--- config.mk ---
export PLATFORM = sky130hd
export DESIGN_NAME = gtg_front
export DESIGN_NICKNAME = d
export VERILOG_FILES = /design/src/rtl/gtg_pkg.sv /design/src/rtl/gtg_front.sv
export SDC_FILE = /design/constraint.sdc
export NUM_CORES = 1
export LEC_CHECK = 0
export ABC_AREA = 1
export CAP_MARGIN = 20
export CORE_UTILIZATION = 62
export DETAILED_ROUTE_END_ITERATION = 16
export DONT_BUFFER_PORTS = 1
export PLACE_DENSITY = 0.8
export SLEW_MARGIN = 10
export SYNTH_ARGS = -nofsm -noshare
export SYNTH_HDL_FRONTEND = slang
export SYNTH_SLANG_ARGS = --single-unit
--- constraint.sdc ---
create_clock -name i_clk -period 4.5 [get_ports i_clk]
set_input_delay 0.9 -clock i_clk [delete_from_list [all_inputs] [get_ports i_clk]]
set_output_delay 0.9 -clock i_clk [all_outputs]
set_load 0.02 [all_outputs]
--- src/rtl/gtg_pkg.sv ---
package gtg_pkg;

    // CORDIC datapath width: a 33-bit offset, one extra bit for negation,
    // and two more bits for the CORDIC gain.
    localparam int CW = 36;

    localparam int CORDIC_ITERATIONS = 16;
    localparam int CORDIC_STAGES = (CORDIC_ITERATIONS < 32) ? CORDIC_ITERATIONS : 32;

    localparam logic [23:0] INV_GAIN_Q24      = 24'd10188014;
    localparam logic [17:0] PI_Q16            = 18'd205887;
    localparam logic [15:0] MIN_LINEAR_SPEED  = 16'd1638;
    localparam logic [14:0] MIN_ANGULAR_SPEED = 15'd328;

    // Configuration register indexes.
    localparam logic [2:0] REG_TARGET_X          = 3'd0;
    localparam logic [2:0] REG_TARGET_Y          = 3'd1;
    localparam logic [2:0] REG_GOAL_TOLERANCE    = 3'd2;
    localparam logic [2:0] REG_HEADING_TOLERANCE = 3'd3;
    localparam logic [2:0] REG_DISTANCE_GAIN     = 3'd4;
    localparam logic [2:0] REG_YAW_GAIN          = 3'd5;
    localparam logic [2:0] REG_MAX_LINEAR        = 3'd6;
    localparam logic [2:0] REG_MAX_ANGULAR       = 3'd7;

    // Drive modes.
    localparam logic [1:0] MODE_TURN    = 2'd0;
    localparam logic [1:0] MODE_DRIVE   = 2'd1;
    localparam logic [1:0] MODE_ARRIVED = 2'd2;

    // Payload handed from one CORDIC cell to the next.
    typedef struct packed {
        logic                 zero;
        logic signed [CW-1:0] x;
        logic signed [CW-1:0] y;
        logic [31:0]          z;
        logic [15:0]          yaw;
    } t_cordic;

    // Settings used by the output stages.
    typedef struct packed {
        logic [15:0] goal_tolerance;
        logic [14:0] heading_tolerance;
        logic [15:0] distance_gain;
        logic [15:0] yaw_gain;
        logic [15:0] max_linear;
        logic [14:0] max_angular;
    } t_cfg;

    // Arctangent of 2^-i, with 2^32 standing for a full turn.
    function automatic logic [31:0] f_atan(input logic [4:0] idx);
        logic [31:0] v;
        case (idx)
            5'd0:    v = 32'h20000000;
            5'd1:    v = 32'h12E4051E;
            5'd2:    v = 32'h09FB385B;
            5'd3:    v = 32'h051111D4;
            5'd4:    v = 32'h028B0D43;
            5'd5:    v = 32'h0145D7E1;
            5'd6:    v = 32'h00A2F61E;
            5'd7:    v = 32'h00517C55;
            5'd8:    v = 32'h0028BE53;
            5'd9:    v = 32'h00145F2F;
            5'd10:   v = 32'h000A2F98;
            5'd11:   v = 32'h000517CC;
            5'd12:   v = 32'h00028BE6;
            5'd13:   v = 32'h000145F3;
            5'd14:   v = 32'h0000A2FA;
            5'd15:   v = 32'h0000517D;
            5'd16:   v = 32'h000028BE;
            5'd17:   v = 32'h0000145F;
            5'd18:   v = 32'h00000A30;
            5'd19:   v = 32'h00000518;
            5'd20:   v = 32'h0000028C;
            5'd21:   v = 32'h00000146;
            5'd22:   v = 32'h000000A3;
            5'd23:   v = 32'h00000051;
            5'd24:   v = 32'h00000029;
            5'd25:   v = 32'h00000014;
            5'd26:   v = 32'h0000000A;
            5'd27:   v = 32'h00000005;
            5'd28:   v = 32'h00000003;
            5'd29:   v = 32'h00000001;
            5'd30:   v = 32'h00000001;
            default: v = 32'h00000000;
        endcase
        return v;
    endfunction

endpackage

--- src/rtl/gtg_front.sv ---
module gtg_front (
    input  logic                 i_clk,
    input  logic                 i_rst_n,
    input  logic                 i_valid,
    output logic                 o_rdy,
    input  logic signed [31:0]   i_target_x,
    input  logic signed [31:0]   i_target_y,
    input  logic signed [31:0]   i_pose_x,
    input  logic signed [31:0]   i_pose_y,
    input  logic signed [15:0]   i_pose_yaw,
    output logic                 o_valid,
    output gtg_pkg::t_cordic     o_d,
    input  logic                 i_rdy_next
);

    logic                r_va;
    logic                r_vb;
    logic signed [32:0]  r_dx;
    logic signed [32:0]  r_dy;
    logic [15:0]         r_yaw;
    gtg_pkg::t_cordic    r_d;
    logic                w_rdy_a;
    logic                w_rdy_b;
    logic signed [32:0]  n_dx;
    logic signed [32:0]  n_dy;
    gtg_pkg::t_cordic    n_d;

    // Each stage loads when it is empty or its content moves on.
    assign w_rdy_b = !r_vb || i_rdy_next;
    assign w_rdy_a = !r_va || w_rdy_b;
    assign o_rdy   = w_rdy_a;
    assign o_valid = r_vb;
    assign o_d     = r_d;

    // First stage: exact 33-bit offsets from the pose to the target.
    assign n_dx = 33'(i_target_x) - 33'(i_pose_x);
    assign n_dy = 33'(i_target_y) - 33'(i_pose_y);

    // Second stage: fold the vector into the right half plane.
    always_comb begin
        n_d.zero = (r_dx == '0) && (r_dy == '0);
        n_d.yaw  = r_yaw;
        if (r_dx[32]) begin
            n_d.x = -gtg_pkg::CW'(r_dx);
            n_d.y = -gtg_pkg::CW'(r_dy);
            n_d.z = 32'h80000000;
        end else begin
            n_d.x = gtg_pkg::CW'(r_dx);
            n_d.y = gtg_pkg::CW'(r_dy);
            n_d.z = 32'h00000000;
        end
    end

    // Valid bits.
    always_ff @(posedge i_clk) begin
        if (!i_rst_n) begin
            r_va <= 1'b0;
            r_vb <= 1'b0;
        end else begin
            if (w_rdy_a) begin
                r_va <= i_valid;
            end
            if (w_rdy_b) begin
                r_vb <= r_va;
            end
        end
    end

    // Payload registers.
    always_ff @(posedge i_clk) begin
        if (w_rdy_a) begin
            r_dx  <= n_dx;
            r_dy  <= n_dy;
            r_yaw <= i_pose_yaw;
        end
        if (w_rdy_b) begin
            r_d <= n_d;
        end
    end

endmodule

==> flow_summary.ini <==
[timing]
relSlewSlack = 0.420
hold_violations = 0
clock_skew_ns = 0.0155
worstMarginPinSlew_ns = 0.870
drv_slew = 0
timing.hold.ws_ns = 0.416
rsz0062_at_grt = false
min_period_over_period = 0.586
fin_tns_setup_ns = 0
fmax_mhz = 379
finalSetupViolCount = 0
fin_crit_ns = 2.64

[power]
p_comb_frac = 0.228
pwr-share-clk = 0.263
p_sw_uw = 2070
p_leak_uw = 0.00739
swShare = 0.377
p_int_uw = 3430
seqPwrFrac = 0.509
powerDensity_nw_per_um2 = 406
ir_worst_vdd_v = 0.000351

[clock_network]
cts_buffer_depth = 2
numCtsBuffers = 17
htree_levels = 4
cts_num_sinks = 174
cts_resized = 0
post_cts_buffers = 0
root_buffer = clkbuf_16
cts_tree = built
ctsHoldBuffers = 0
clk_pin_slew_ns = 0.07
clk-insertion-delay-late_ns = 0.44

[synthesis]
synth.distinct_cells = 39
synth-seq-cells = 174
synth_enable_flop_cells = 172
synth-seq-area-share = 0.409
syn_inst = 1753
async_flop_share = 0
synth_flop_cell = edfxtp_1
yosysWarnings = 0
syn-cell-area_sq_um = 12700
avgSynthCellArea_sq_um = 7.25

[hold_path]
hp-class = flop to flop

[grt]
antenna_found_initial = 0
grt.total_usage = 0.275
overflow = 0
grt_pass1_vias = 9406
grt_max_degree = 64
grt_pass1_wl_microns = 46300

[critical_path]
arrival_ns = 1.74
cp_top_family = simple AND/OR/NAND/NOR gates
cp-start-kind = flop
critPathKind = flop to primary output
path_buf_inv = 0
cpMaxStageDelayCell = nand3_4
critical_path.cell_chain = nand3_4
slowest_delay_ns = 0.72
critPathCaptureType = primary output
required_ns = 3.60
crit_fanout = 56

[outcome]
violations = design-rule violations
status = finished, violations left

[floorplanning]
core_sq_um = 20200
start_util = 0.630
die-area_sq_um = 21100
fp.dieW_microns = 145
ios = 271
rows = 52
fp.dieH_microns = 145

[route]
num_vias = 10300
drc = 1
routedWlPerCell_microns = 13.9
via_per_inst = 5.04
postRouteAntennaNets = 0
drt_iter0_drc = 703
drt-total-wl_microns = 28600
first_pass_iters = 12

[finish]
syn2layout_area_growth_pct = 6.48
fillers = 1721
final_cell_mix = 642 x nand2_1, 372 x inv_1, 172 x edfxtp_1, 141 x nor2_1, 85 x nand3_1
layout-drive-gt1-share = 0.0477
final_common_cell = nand2_1
finalNetCount = 1986
n_antenna_cell = 0

[placement]
dp_hpwl_microns = 23400
io_buffers = 0
gp_congestion = 0.887

[run]
drv_cap = 0
==> synthesized netlist by cell type (2+ instances only) <==
master / count / area share
nand4_1: 13 / 0.0064
a21o_1: 2 / 0.0012
inv_2: 11 / 0.0032
and2_1: 4 / 0.0020
nand3_1: 86 / 0.034
nand2_1: 643 / 0.19
nor3_1: 14 / 0.0055
o21ai_2: 2 / 0.0014
buf_4: 32 / 0.019
nor2_4: 5 / 0.0044
nand3_2: 2 / 0.0016
edfxtp_1: 172 / 0.41
buf_2: 9 / 0.0035
o21ai_0: 7 / 0.0028
xor2_1: 61 / 0.042
a21oi_1: 47 / 0.019
nand2_2: 10 / 0.0049
xnor2_1: 11 / 0.0076
dfxtp_1: 2 / 0.0032
ha_1: 68 / 0.067
o21bai_1: 3 / 0.0018
nor2_1: 141 / 0.042
fa_1: 2 / 0.0032
nand3b_1: 4 / 0.0024
inv_1: 372 / 0.11
nor2_2: 11 / 0.0054
o21ai_1: 7 / 0.0028
==> logic make-up after synthesis <==
logic type / share of synthesized area
flops: 0.409
buf+inv: 0.136
xor+xnor: 0.0496
simple gates: 0.303
fa+ha+maj: 0.0701
other cells: 0.000295
compound gates: 0.0315
==> per-layer routing <==
metal  share of wire  GRT usage  wire length, microns
met4           0.015     0.0784                   423
met3           0.074     0.0412                  2100
met5               0          0                     0
met1            0.48      0.407                 13700
met2            0.43      0.420                 12300
==> worst paths after layout <==
path | cells after the start | startpoint | slack, ns | end
max | 1 | o_valid | 1.86 | o_rdy
min | 0 | r_yaw[8] | 0.42 | o_d[8]
max reg2reg | 5 | r_dx[32] | 2.17 | o_d[111]
min reg2reg | 0 | r_yaw[8] | 0.42 | o_d[8]
==> sequential cells by signal (all words and copies together) (netlist names) <==
name     flops
o_d         90
o_valid      1
r_dx        33
r_dy        33
r_va         1
r_yaw       16
==> power by group through the flow <==
stage	Clock [uW]	Combinational, uW	Sequential (uW)
2_1_floorplan	0	979	2730
3_3_place_gp	0	1200	2820
3_5_place_dp	0	1230	2830
4_1_cts	1460	1250	2800
5_1_grt	1520	1420	2830
6_report	1440	1260	2800
==> area by class of cell <==
cell class / instances / area, sq um / share of cell area
clock buffers: 17 / 425 / 0.0314
clock inverters: 15 / 171 / 0.0127
inverters: 383 / 1440 / 0.106
multi-input cells: 1188 / 5930 / 0.438
flip-flops and latches: 174 / 5200 / 0.385
well taps: 270 / 338 / 0.0250
repair buffers: 4 / 30.0 / 0.00222
==> metrics by stage <==
step | std cells | power (uW) | utilization | setup WS, ns | area, sq um
floorplan | 1786 | 3710 | - | 0.473 | 12800
global placement | 2019 | 4020 | 0.641 | 1.85 | 12900
detailed placement | 2019 | 4070 | 0.641 | 1.75 | 12900
CTS | 2051 | 5500 | 0.671 | 1.81 | 13500
global route | 2051 | 5770 | 0.671 | 1.76 | 13500
finish | 2051 | 5500 | 0.671 | 1.86 | 13500
No activity file was read; power rests on OpenSTA's default activity.
