===== src/rtl/gtg_pkg.sv =====
package gtg_pkg;

    // CORDIC datapath width: a 33-bit offset, one extra bit for negation,
    // and two more bits for the CORDIC gain.
    localparam int CW = 36;

    localparam int CORDIC_ITERATIONS = 16;
    localparam int CORDIC_STAGES = (CORDIC_ITERATIONS < 32) ? CORDIC_ITERATIONS : 32;

    localparam logic [23:0] INV_GAIN_Q24      = 24'd10188014;
    localparam logic [17:0] PI_Q16            = 18'd205887;
    localparam logic [15:0] MIN_LINEAR_SPEED  = 16'd1638;
    localparam logic [14:0] MIN_ANGULAR_SPEED = 15'd328;

    // Configuration register indexes.
    localparam logic [2:0] REG_TARGET_X          = 3'd0;
    localparam logic [2:0] REG_TARGET_Y          = 3'd1;
    localparam logic [2:0] REG_GOAL_TOLERANCE    = 3'd2;
    localparam logic [2:0] REG_HEADING_TOLERANCE = 3'd3;
    localparam logic [2:0] REG_DISTANCE_GAIN     = 3'd4;
    localparam logic [2:0] REG_YAW_GAIN          = 3'd5;
    localparam logic [2:0] REG_MAX_LINEAR        = 3'd6;
    localparam logic [2:0] REG_MAX_ANGULAR       = 3'd7;

    // Drive modes.
    localparam logic [1:0] MODE_TURN    = 2'd0;
    localparam logic [1:0] MODE_DRIVE   = 2'd1;
    localparam logic [1:0] MODE_ARRIVED = 2'd2;

    // Payload handed from one CORDIC cell to the next.
    typedef struct packed {
        logic                 zero;
        logic signed [CW-1:0] x;
        logic signed [CW-1:0] y;
        logic [31:0]          z;
        logic [15:0]          yaw;
    } t_cordic;

    // Settings used by the output stages.
    typedef struct packed {
        logic [15:0] goal_tolerance;
        logic [14:0] heading_tolerance;
        logic [15:0] distance_gain;
        logic [15:0] yaw_gain;
        logic [15:0] max_linear;
        logic [14:0] max_angular;
    } t_cfg;

    // Arctangent of 2^-i, with 2^32 standing for a full turn.
    function automatic logic [31:0] f_atan(input logic [4:0] idx);
        logic [31:0] v;
        case (idx)
            5'd0:    v = 32'h20000000;
            5'd1:    v = 32'h12E4051E;
            5'd2:    v = 32'h09FB385B;
            5'd3:    v = 32'h051111D4;
            5'd4:    v = 32'h028B0D43;
            5'd5:    v = 32'h0145D7E1;
            5'd6:    v = 32'h00A2F61E;
            5'd7:    v = 32'h00517C55;
            5'd8:    v = 32'h0028BE53;
            5'd9:    v = 32'h00145F2F;
            5'd10:   v = 32'h000A2F98;
            5'd11:   v = 32'h000517CC;
            5'd12:   v = 32'h00028BE6;
            5'd13:   v = 32'h000145F3;
            5'd14:   v = 32'h0000A2FA;
            5'd15:   v = 32'h0000517D;
            5'd16:   v = 32'h000028BE;
            5'd17:   v = 32'h0000145F;
            5'd18:   v = 32'h00000A30;
            5'd19:   v = 32'h00000518;
            5'd20:   v = 32'h0000028C;
            5'd21:   v = 32'h00000146;
            5'd22:   v = 32'h000000A3;
            5'd23:   v = 32'h00000051;
            5'd24:   v = 32'h00000029;
            5'd25:   v = 32'h00000014;
            5'd26:   v = 32'h0000000A;
            5'd27:   v = 32'h00000005;
            5'd28:   v = 32'h00000003;
            5'd29:   v = 32'h00000001;
            5'd30:   v = 32'h00000001;
            default: v = 32'h00000000;
        endcase
        return v;
    endfunction

endpackage


===== src/rtl/gtg_back.sv =====
module gtg_back (
    input  logic               i_clk,
    input  logic               i_rst_n,
    input  gtg_pkg::t_cfg      i_cfg,
    input  logic               i_valid,
    input  gtg_pkg::t_cordic   i_d,
    output logic               o_rdy,
    output logic               o_valid,
    input  logic               i_stall,
    output logic [1:0]         o_drive_mode,
    output logic [15:0]        o_linear_speed,
    output logic signed [15:0] o_angular_speed,
    output logic [31:0]        o_goal_distance,
    output logic signed [15:0] o_heading_error
);

    logic [4:0]  r_v;
    logic [4:0]  w_rdy;

    // Stage 1: magnitude product and heading error.
    logic [58:0] r1_prod;
    logic [15:0] r1_err;
    logic [34:0] w_mag;
    logic [31:0] w_zeff;
    logic [31:0] w_bsum;
    logic [58:0] n1_prod;
    logic [15:0] n1_err;

    // Stage 2: rounded, saturated distance and absolute error.
    logic [31:0] r2_dist;
    logic [15:0] r2_err;
    logic [15:0] r2_abs;
    logic        r2_arr;
    logic [59:0] w_dsum;
    logic [31:0] n2_dist;

    // Stage 3: first products of both speed formulas.
    logic [31:0] r3_angp;
    logic [47:0] r3_linp;
    logic        r3_turn;
    logic        r3_arr;
    logic [31:0] r3_dist;
    logic [15:0] r3_err;

    // Stage 4: angular product by pi, linear speed clamped.
    logic [49:0] r4_angp;
    logic [15:0] r4_lin;
    logic        r4_turn;
    logic        r4_arr;
    logic [31:0] r4_dist;
    logic [15:0] r4_err;
    logic [48:0] w_lsum;
    logic [15:0] n4_lin;

    // Output stage.
    logic [1:0]         r_mode;
    logic [15:0]        r_lin;
    logic signed [15:0] r_ang;
    logic [31:0]        r_dist;
    logic [15:0]        r_err;
    logic [50:0]        w_asum;
    logic [23:0]        w_as;
    logic [14:0]        w_asc;
    logic [1:0]         n_mode;
    logic [15:0]        n_lin;
    logic signed [15:0] n_ang;

    // Stage handshake: a stage loads when it is empty or its content moves on.
    assign w_rdy[4] = !r_v[4] || !i_stall;
    assign w_rdy[3] = !r_v[3] || w_rdy[4];
    assign w_rdy[2] = !r_v[2] || w_rdy[3];
    assign w_rdy[1] = !r_v[1] || w_rdy[2];
    assign w_rdy[0] = !r_v[0] || w_rdy[1];
    assign o_rdy    = w_rdy[0];
    assign o_valid  = r_v[4];

    // Stage 1 logic.
    assign w_mag   = (!i_d.x[gtg_pkg::CW-1] && (i_d.x != '0)) ? i_d.x[34:0] : '0;
    assign n1_prod = 59'(w_mag) * 59'(gtg_pkg::INV_GAIN_Q24);
    assign w_zeff  = i_d.zero ? 32'h0 : i_d.z;
    assign w_bsum  = w_zeff + 32'h00008000;
    assign n1_err  = w_bsum[31:16] - i_d.yaw;

    // Stage 2 logic.
    assign w_dsum  = 60'(r1_prod) + 60'h0000000_0080_0000;
    assign n2_dist = (w_dsum[59:56] != '0) ? 32'hFFFFFFFF : w_dsum[55:24];

    // Stage 4 logic: round, then raise to the minimum or cut to the maximum.
    assign w_lsum = 49'(r3_linp) + 49'd128;
    always_comb begin
        if (w_lsum[48:8] < 41'(gtg_pkg::MIN_LINEAR_SPEED)) begin
            n4_lin = gtg_pkg::MIN_LINEAR_SPEED;
        end else if (w_lsum[48:8] > 41'(i_cfg.max_linear)) begin
            n4_lin = i_cfg.max_linear;
        end else begin
            n4_lin = w_lsum[23:8];
        end
    end

    // Output stage logic: angular rounding, clamp, sign and mode selection.
    assign w_asum = 51'(r4_angp) + 51'h0000_0400_0000;
    assign w_as   = w_asum[50:27];
    always_comb begin
        if (w_as < 24'(gtg_pkg::MIN_ANGULAR_SPEED)) begin
            w_asc = gtg_pkg::MIN_ANGULAR_SPEED;
        end else if (w_as > 24'(i_cfg.max_angular)) begin
            w_asc = i_cfg.max_angular;
        end else begin
            w_asc = w_as[14:0];
        end
        n_lin = '0;
        n_ang = '0;
        if (r4_arr) begin
            n_mode = gtg_pkg::MODE_ARRIVED;
        end else if (r4_turn) begin
            n_mode = gtg_pkg::MODE_TURN;
            n_ang  = r4_err[15] ? -16'(w_asc) : 16'(w_asc);
        end else begin
            n_mode = gtg_pkg::MODE_DRIVE;
            n_lin  = r4_lin;
        end
    end

    // Valid bits.
    always_ff @(posedge i_clk) begin
        if (!i_rst_n) begin
            r_v <= '0;
        end else begin
            if (w_rdy[0]) begin
                r_v[0] <= i_valid;
            end
            if (w_rdy[1]) begin
                r_v[1] <= r_v[0];
            end
            if (w_rdy[2]) begin
                r_v[2] <= r_v[1];
            end
            if (w_rdy[3]) begin
                r_v[3] <= r_v[2];
            end
            if (w_rdy[4]) begin
                r_v[4] <= r_v[3];
            end
        end
    end

    // Payload registers.
    always_ff @(posedge i_clk) begin
        if (w_rdy[0]) begin
            r1_prod <= n1_prod;
            r1_err  <= n1_err;
        end
        if (w_rdy[1]) begin
            r2_dist <= n2_dist;
            r2_err  <= r1_err;
            r2_abs  <= r1_err[15] ? -r1_err : r1_err;
            r2_arr  <= n2_dist <= 32'(i_cfg.goal_tolerance);
        end
        if (w_rdy[2]) begin
            r3_angp <= 32'(i_cfg.yaw_gain) * 32'(r2_abs);
            r3_linp <= 48'(i_cfg.distance_gain) * 48'(r2_dist);
            r3_turn <= r2_abs > 16'(i_cfg.heading_tolerance);
            r3_arr  <= r2_arr;
            r3_dist <= r2_dist;
            r3_err  <= r2_err;
        end
        if (w_rdy[3]) begin
            r4_angp <= 50'(r3_angp) * 50'(gtg_pkg::PI_Q16);
            r4_lin  <= n4_lin;
            r4_turn <= r3_turn;
            r4_arr  <= r3_arr;
            r4_dist <= r3_dist;
            r4_err  <= r3_err;
        end
        if (w_rdy[4]) begin
            r_mode <= n_mode;
            r_lin  <= n_lin;
            r_ang  <= n_ang;
            r_dist <= r4_dist;
            r_err  <= r4_err;
        end
    end

    assign o_drive_mode    = r_mode;
    assign o_linear_speed  = r_lin;
    assign o_angular_speed = r_ang;
    assign o_goal_distance = r_dist;
    assign o_heading_error = r_err;

    // An arrived item carries no motion command.
    a_arrived_still: assert property (@(posedge i_clk) disable iff (!i_rst_n)
        (r_v[4] && r_mode == gtg_pkg::MODE_ARRIVED) |-> (r_lin == '0 && r_ang == '0))
        else $error("arrived item with nonzero speed");

    // Turning in place never commands forward speed.
    a_turn_no_lin: assert property (@(posedge i_clk) disable iff (!i_rst_n)
        (r_v[4] && r_mode == gtg_pkg::MODE_TURN) |-> (r_lin == '0))
        else $error("turning item with forward speed");

    // Driving forward never commands a turn.
    a_drive_no_ang: assert property (@(posedge i_clk) disable iff (!i_rst_n)
        (r_v[4] && r_mode == gtg_pkg::MODE_DRIVE) |-> (r_ang == '0))
        else $error("driving item with angular speed");

endmodule


===== config.mk =====
export PLATFORM = sky130hd
export DESIGN_NAME = gtg_back
export DESIGN_NICKNAME = d
export VERILOG_FILES = /design/src/rtl/gtg_pkg.sv /design/src/rtl/gtg_back.sv
export SDC_FILE = /design/constraint.sdc
export NUM_CORES = 2
export LEC_CHECK = 0
export BUFFER_PORTS_ARGS = -buffer_cell sky130_fd_sc_hd__buf_2
export CAP_MARGIN = 5
export CORE_MARGIN = 2
export CORE_UTILIZATION = 29
export DETAILED_ROUTE_END_ITERATION = 12
export PLACE_DENSITY_LB_ADDON = 0.15
export RECOVER_POWER = 25
export SLEW_MARGIN = 30
export SYNTH_ARGS = -nofsm -noshare
export SYNTH_HDL_FRONTEND = slang
export SYNTH_SLANG_ARGS = --single-unit

===== constraint.sdc =====
create_clock -name i_clk -period 18.5 [get_ports i_clk]
set_input_delay 3.7 -clock i_clk [delete_from_list [all_inputs] [get_ports i_clk]]
set_output_delay 3.7 -clock i_clk [all_outputs]
set_load 0.05 [all_outputs]

==> key figures <==
Status
  – Status: finished, final reports clean

STA
  – Period Utilization, post-route: 67.6%
  – Max Slew Vio Count: 0
  – Worst-margin pin slew: 1390 ps
  – Fmax: 0.0800 GHz
  – Final setup violation count: 0
  – Setup Total Neg Slack: 0 ps
  – Unrepaired setup endpoints after global routing: no
  – Relative slew margins: 7.38%
  – Fin Clk Skew: 22.6 ps
  – Final Hold Viols: 0
  – Min Tclk post-route: 12500 ps

Floorplan
  – Die area: 231000 µm²
  – Row count: 174
  – Core ar.: 225000 µm²
  – DIE WIDTH: 480 µm
  – Vert. Die Dim: 480 µm
  – Starting Density: 29.2%
  – I/O pin cnt: 303

Synthesis
  – Synth Area in Simple Gates: 11.1%
  – Synth top cells by count: 1652 x inv_1, 1211 x fa_1, 767 x ha_1
  – Leading area contributor after synthesis: fa_1
  – Asr flop ratio synth: 0%
  – Synth Net Count: 8634
  – Synth unique cells: 85
  – Most frequent cell after synthesis: inv_1
  – Post-synthesis compound-gate area fraction: 4.66%
  – Synth Area in Adders: 51.4%
  – Synth Area in XOR/XNOR: 3.10%
  – Flops & latches, synth: 416
  – Largest family of logic cells by synthesized area: adder cells
  – Combined area of all synthesized cells: 65800 µm²
  – Multiplexer share of the synthesized area: 0.462%
  – Synth Flop Type: edfxtp_1
  – Synthesized area per cell: 10.2 µm²
  – Syn. warnings: 0
  – Area contributors post-synth: fa_1 37%, edfxtp_1 19%, ha_1 15%, inv_1 9.4%, nand2_1 3.9%
  – Post-synthesis sequential area ratio: 18.9%
  – Number of enable flip-flop cells after synthesis: 411
  – Synth top area share: 36.9%
  – Gate Count Post-Synth: 6437

CTS
  – Clk slew on worst S/H paths: 60 ps
  – CTS H-tree depth: 2
  – CTS tree: built
  – Root Buffer Master: clkbuf_16
  – CTS sink cnt: 416
  – CTS Hold Bufs: 0
  – Num CTS Buffers: 56
  – Setup bufs post-CTS: 0
  – Cells resized by post-CTS repair: 0
  – Clock Latency Late Sink: 670 ps
  – Clk buf depth: 3

Finish
  – Area Growth Syn to Fin: 10.3%
  – Share of cells above drive strength 1: 6.22%
  – Final net count: 8852
  – Filler cells: 23400

Routing
  – Met3 wire len: 6.17 mm
  – Residual DRC count: 0
  – Antenna viol nets, final: 0
  – Routed WL per cell: 17.9 µm
  – Via density: 4.39
  – M1 WL: 85.6 mm
  – Initial DRT Pass Iterations: 5
  – Routed WL: 173 mm
  – Iter 0 DRT Violations: 1915
  – Vias: 42500
  – Top layer in use: met5
  – Routed length on met2: 78.8 mm

Worst setup path
  – Reg-to-Reg End: r3_linp[47]
  – Slowest CP cell: nor4_1
  – Most used cell, CP: inv_1
  – Data arrival, critical path: 12980 ps
  – Critical Path End Type: flop
  – Required time of the critical path: 18990 ps
  – CP Class: input port to flop
  – Reg2Reg Launch Point: r2_dist[11]
  – Worst Path Max Fanout: 35
  – Setup crit start kind: input port
  – Worst path max stage delay: 740 ps
  – R2r setup slk: 10340 ps
  – R2R depth: 25

Hold path
  – Hold path endpoint: r3_err[5]
  – Hold_sp: r2_err[5]
  – WHS Path Cells: 0
  – Hold/Removal Path Class: flop to flop

Placed design
  – Post-DP HPWL: 141 mm
  – RD Place Congestion: 0.856
  – Port bufs: 251

Global routing
  – Initial antenna violation count: 5
  – Largest net degree at the start of global routing: 65
  – First-pass GRT wire length: 274 mm
  – Gr ovfl total: 0
  – All-Layer GR Usage: 15.3%
  – Vias in the first global route: 46900

Flow run
  – Max Cap Viol: 0
==> critical path: cells and delay by family <==
kind / cells / cell delay [ps]
adders and majority gates: 8 / 3880
and+or+nand+nor: 9 / 2440
AOI/OAI and AO/OA: 6 / 1680
buffers and inverters: 9 / 1040
xor gates and xnor gates: 1 / 210
==> logic make-up after synthesis <==
family | count (synthesis)
and+or+nand+nor | 1516
xor gates and xnor gates | 233
AOI/OAI and AO/OA | 475
adders and majority gates | 1978
DFF | 416
buffers and inverters | 1789
muxes | 30
==> registers in the layout (all words and copies together) (netlist names), 24 cells and up <==
register / cells
r3_angp: 32
o_goal_distance: 32
r4_angp: 24
r1_prod: 36
r4_dist: 32
r3_linp: 41
r3_dist: 32
r2_dist: 32
==> cells in the final DEF, fill, tap and decap left out, drive strengths merged, types with 12 or more instances in the layout <==
cell    instances
a211oi         20
and4           13
clkbuf         83
a31oi          17
nand2b         31
a21o           56
nand4          55
and3           32
ha            767
mux2i          27
o211ai         13
clkinv         22
o21bai         12
o21ai          93
inv          1659
and2          296
or3            18
nor4           23
edfxtp        411
nor2          169
o21a           30
nand3          65
xor2           92
xnor2         141
buf           278
nor3           55
fa           1211
nor2b          46
a21oi         143
nand2         678
==> metal layers <==
layer  vias to the layer above  GRT usage, %
met4                         6          2.67
li1                      20400             -
met5                         -             0
met2                       655          24.9
met1                     21400          22.0
met3                       137          1.98
==> stage by stage <==
step / cells / area (µm²) / util, % / worst slack [ps] / hold slack [ps]
after floorplan: 6437 / 65800 / - / 6370 / 400
after global routing: 9696 / 72500 / 32.2 / 5590 / 411
after detailed placement: 9586 / 70600 / 31.4 / 5190 / 405
final: 9696 / 72500 / 32.2 / 6000 / 411
after CTS: 9692 / 72500 / 32.2 / 5890 / 409
after global placement: 9586 / 70600 / 31.4 / 5190 / 402
==> how the worst max path moves through the flow <==
stage / slack [ps] / from / cells after the start / end
after floorplan: 6370 / i_stall / 4 / o_rdy
after global placement: 5190 / i_d[113] / 33 / r1_prod[45]
after detailed placement: 5190 / i_d[113] / 33 / r1_prod[45]
after CTS: 5890 / i_d[113] / 33 / r1_prod[45]
after global routing: 5590 / i_d[113] / 33 / r1_prod[45]
final: 6000 / i_d[113] / 33 / r1_prod[44]
==> final cells by class <==
| class | count | area [µm²] | area share [%] |
|---|---|---|---|
| Antenna cell | 1 | 2.50 | 0.00345 |
| Inverter | 1652 | 6200 | 8.55 |
| Tap cell | 2992 | 3740 | 5.16 |
| Clock inverter | 42 | 515 | 0.711 |
| Timing Repair Buffer | 297 | 1560 | 2.15 |
| Sequential cell | 416 | 12400 | 17.2 |
| Clock buffer | 64 | 1450 | 2.00 |
| Multi-Input combinational cell | 4232 | 46600 | 64.3 |
Power is not shown: default switching activity piles up to over one toggle a cycle in this logic, so the estimate is an artifact.
